## src/rtl/core/ptb_ram.sv

```systemverilog
`timescale 1ns / 1ps
// ----------------------------------------------------------------------------
// ptb_ram
// Generic single-write, single-read RAM with registered read data.
// ----------------------------------------------------------------------------
module ptb_ram #(
  parameter int WIDTH = 8,
  parameter int DEPTH = 16
) (
  input  logic                             clk,
  input  logic                             we,
  input  logic [$clog2(DEPTH)-1:0]         waddr,
  input  logic [WIDTH-1:0]                 wdata,
  input  logic [$clog2(DEPTH)-1:0]         raddr,
  output logic [WIDTH-1:0]                 rdata
);
  logic [WIDTH-1:0] mem [DEPTH];

  always_ff @(posedge clk) begin
    if (we) begin
      mem[waddr] <= wdata;
    end
    rdata <= mem[raddr];
  end
endmodule

```

## config.mk

```make
export PLATFORM = sky130hd
export DESIGN_NAME = ptb_ram
export DESIGN_NICKNAME = d
export VERILOG_FILES = /design/src/rtl/core/ptb_ram.sv
export SDC_FILE = /design/constraint.sdc
export NUM_CORES = 1
export LEC_CHECK = 0
export BUFFER_PORTS_ARGS = -buffer_cell sky130_fd_sc_hd__buf_2
export CORE_ASPECT_RATIO = 0.9
export CORE_UTILIZATION = 45
export DETAILED_ROUTE_END_ITERATION = 8
export HOLD_SLACK_MARGIN = 0.15
export PLACE_DENSITY = 0.69
export SETUP_SLACK_MARGIN = 0.05
export SKIP_CTS_REPAIR_TIMING = 1
export SLEW_MARGIN = 0
export SYNTH_ARGS = -nofsm -noshare
export SYNTH_HDL_FRONTEND = slang
export SYNTH_SLANG_ARGS = --single-unit
```

## constraint.sdc

```tcl
create_clock -name clk -period 2.98 [get_ports clk]
set_clock_uncertainty 0.2 [all_clocks]
set_input_delay 0.447 -clock clk [delete_from_list [all_inputs] [get_ports clk]]
set_output_delay 0.447 -clock clk [all_outputs]
set_load 0.02 [all_outputs]
```

==> results.sh <==
export IMPL_end_kind="flop"
export IMPL_ys_types=19
export IMPL_synthCells=229
export IMPL_vias=2512
export IMPL_synthTopCellsByArea="edfxtp_1 75%, mux4_2 7.9%, mux4_1 7.1%"
export IMPL_place_congestion=0.745
export IMPL_drt_wl_total_um=10100
export IMPL_root_buffer="clkbuf_16"
export IMPL_place_port_buffers=25
export IMPL_synth_edf_count=128
export IMPL_synth_top_cell_area_share_pct=74.7
export IMPL_postPlaceCellArea_sq_um=5530
export IMPL_final_hold_violation_count=0
export IMPL_finalSetupTns_ns=0
export IMPL_power_density_nw_per_um2=719
export IMPL_peakVddDrop_mv=0.462
export IMPL_overflow=0
export IMPL_cts_sinks=136
export IMPL_die_w_um=115
export IMPL_ant_nets=0
export IMPL_ys_warn_count=0
export IMPL_slew_headroom_pct=39.8
export IMPL_cts_buffer_depth=2
export IMPL_cp_top_family="simple AND/OR/NAND/NOR gates"
export IMPL_cts_max_level=4
export IMPL_cp_data_required_time_ns=2.90
export IMPL_ys_seq_area_share_pct=77.8
export IMPL_vias_per_cell=5.61
export IMPL_final_min_clock_period_ns=1.92
export IMPL_initial_core_util_pct=46.8
export IMPL_first_global_vias=2465
export IMPL_first_iter_violations=260
export IMPL_dp_cells=416
export IMPL_worst_path_largest_cell_delay_ns=0.50
export IMPL_cp_slowest_cell="or3b_2"
export IMPL_areaGrowthSynthToFinish_pct=18.7
export IMPL_syn_avg_cell_area_sq_um=22.5
export IMPL_setup_violations=0
export IMPL_synthesis_area_sq_um=5150
export IMPL_clkLatencyLatePin_ns=0.42
export IMPL_synth_largest_area_cell="edfxtp_1"
export IMPL_remaining_drc_errors=0
export IMPL_finalNonFillerCells=448
export IMPL_fin_crit_sh_pct=64.6
export IMPL_io_pins=26
export IMPL_nNetsFinal=301
export IMPL_die_height_um=103
export IMPL_drtPass1Iterations=5
export IMPL_fp_row_count=36
export IMPL_synth_nets=247
export IMPL_die_area_sq_um=11900
export IMPL_grt_setup_unrepaired="no"
export IMPL_cts_made_buffers=17
export IMPL_crit_path_cell_trace="buf_2 > or3b_2 > nor2_1 > buf_4"
export IMPL_fill_cells=837
export IMPL_stdcell_area_sq_um=6110
export IMPL_tightest_slew_ns=0.901
export IMPL_grtUsageTotal_pct=18.7
export IMPL_p_leak_nw=2.09
export IMPL_fin_hold_ws_ns=0.208
export IMPL_antenna_cells=0
export IMPL_yosys_most_used_dff="edfxtp_1"
export IMPL_async_flop_share_pct=0
export IMPL_clk_pin_slew_worst_paths_ns=0.06
export IMPL_grt_max_degree=21
export IMPL_arrival_ns=1.84
export IMPL_status="finished clean"
export IMPL_worstSetupStartpointType="input pin"
export IMPL_drt_wirelength_per_cell_um=22.6
export IMPL_critPathMaxFanout=5
export IMPL_drv_cap=0
export IMPL_path_buf_inv=2
export IMPL_ys_ff_latch=136
export IMPL_fp_coreArea_sq_um=11000
export IMPL_grt_pass1_wl_um=14900
export IMPL_slew_viol_final=0
export IMPL_drive_gt1_share_pct=31.8
export IMPL_utilization_pct=55.6
export IMPL_crit_type="input pin to flop"
export IMPL_fmax_mhz=520
export IMPL_hold_class="input pin to flop"
export IMPL_tritoncts="done"
export IMPL_post_dp_hpwl_um=6540
export IMPL_antenna_found_initial=0
[cell type report]
cell class | instances | area (sq um) | share of cell area (%)
Timing Repair Buffer | 45 | 275 | 4.50
Tap cell | 152 | 190 | 3.11
Clock buffer | 17 | 425 | 6.96
Clock inverter | 15 | 160 | 2.62
Sequential cell | 136 | 4000 | 65.5
Multi-Input combinational cell | 83 | 1060 | 17.3
[layout by cell type (no fill, tap or decap)]
| cell type | n |
|---|---|
| nor2_1 | 13 |
| nand2b_1 | 2 |
| nand3_1 | 1 |
| mux4_1 | 14 |
| nand3b_1 | 2 |
| clkinv_2 | 6 |
| nand2_1 | 9 |
| nor2b_1 | 1 |
| buf_4 | 20 |
| nor3_1 | 4 |
| a22oi_1 | 16 |
| bufinv_16 | 3 |
| clkbuf_16 | 17 |
| and2b_1 | 1 |
| edfxtp_1 | 128 |
| clkinv_1 | 2 |
| or3b_2 | 1 |
| mux4_2 | 18 |
| and2_1 | 1 |
| clkinv_4 | 2 |
| buf_2 | 25 |
| dfxtp_1 | 8 |
| clkinvlp_4 | 2 |
[synthesized netlist by cell type, drive strengths merged (2+ instances only)]
master / count
mux4: 32
nor3: 4
edfxtp: 128
nand2: 9
clkdlybuf4s25: 3
dfxtp: 8
nand3b: 2
a22oi: 16
buf: 7
nand2b: 2
nor2: 13
[path summary, 6_finish.rpt]
check | startpoint | to | slack, ns | depth (start not counted)
worst min-delay path | wdata[6] | mem[2][6]$_DFFE_PP_ | 0.21 | 1
worst max-delay path | waddr[2] | mem[3][2]$_DFFE_PP_ | 1.06 | 4
worst max register to register | mem[1][1]$_DFFE_PP_ | rdata[1]$_DFF_P_ | 1.40 | 3
worst min register to register | mem[14][3]$_DFFE_PP_ | rdata[3]$_DFF_P_ | 0.49 | 3
[metal layers]
| layer | vias up | share of wire, % | track usage (%) |
|---|---|---|---|
| li1 | 1088 | - | - |
| met1 | 1292 | 42 | 25.0 |
| met2 | 122 | 49 | 28.6 |
| met3 | 10 | 7.9 | 5.71 |
| met4 | 0 | 1.1 | 8.79 |
| met5 | - | 0 | 0 |
[cells by family after synthesis]
group | after synthesis | synth area share [%]
AOI/OAI and AO/OA | 16 | 2.33
buffers and inverters | 10 | 1.68
DFF | 136 | 77.8
muxes | 32 | 15.0
and+or+nand+nor | 35 | 3.18
[power by group]
| part | internal, mW | switching (mW) | total [mW] | leakage, nW |
|---|---|---|---|---|
| sequential | 2.14 | 0.0110 | 2.15 | 1.22 |
| clock | 1.30 | 0.737 | 2.04 | 0.287 |
| combinational | 0.0828 | 0.124 | 0.207 | 0.576 |
| total | 3.52 | 0.873 | 4.39 | 2.09 |
[metrics by stage]
step                      setup slack (ns)  power (mW)
after floorplan                      0.840        2.31
after global placement               0.679        2.39
after detailed placement             0.654        2.40
after CTS                             1.06        4.43
after global routing                 0.991        4.51
final                                 1.06        4.39
[registers in the layout, summed over array words and instances, names as in the netlist]
register and cells:
mem 128, rdata 8
No activity file was read; power rests on OpenSTA's default activity.
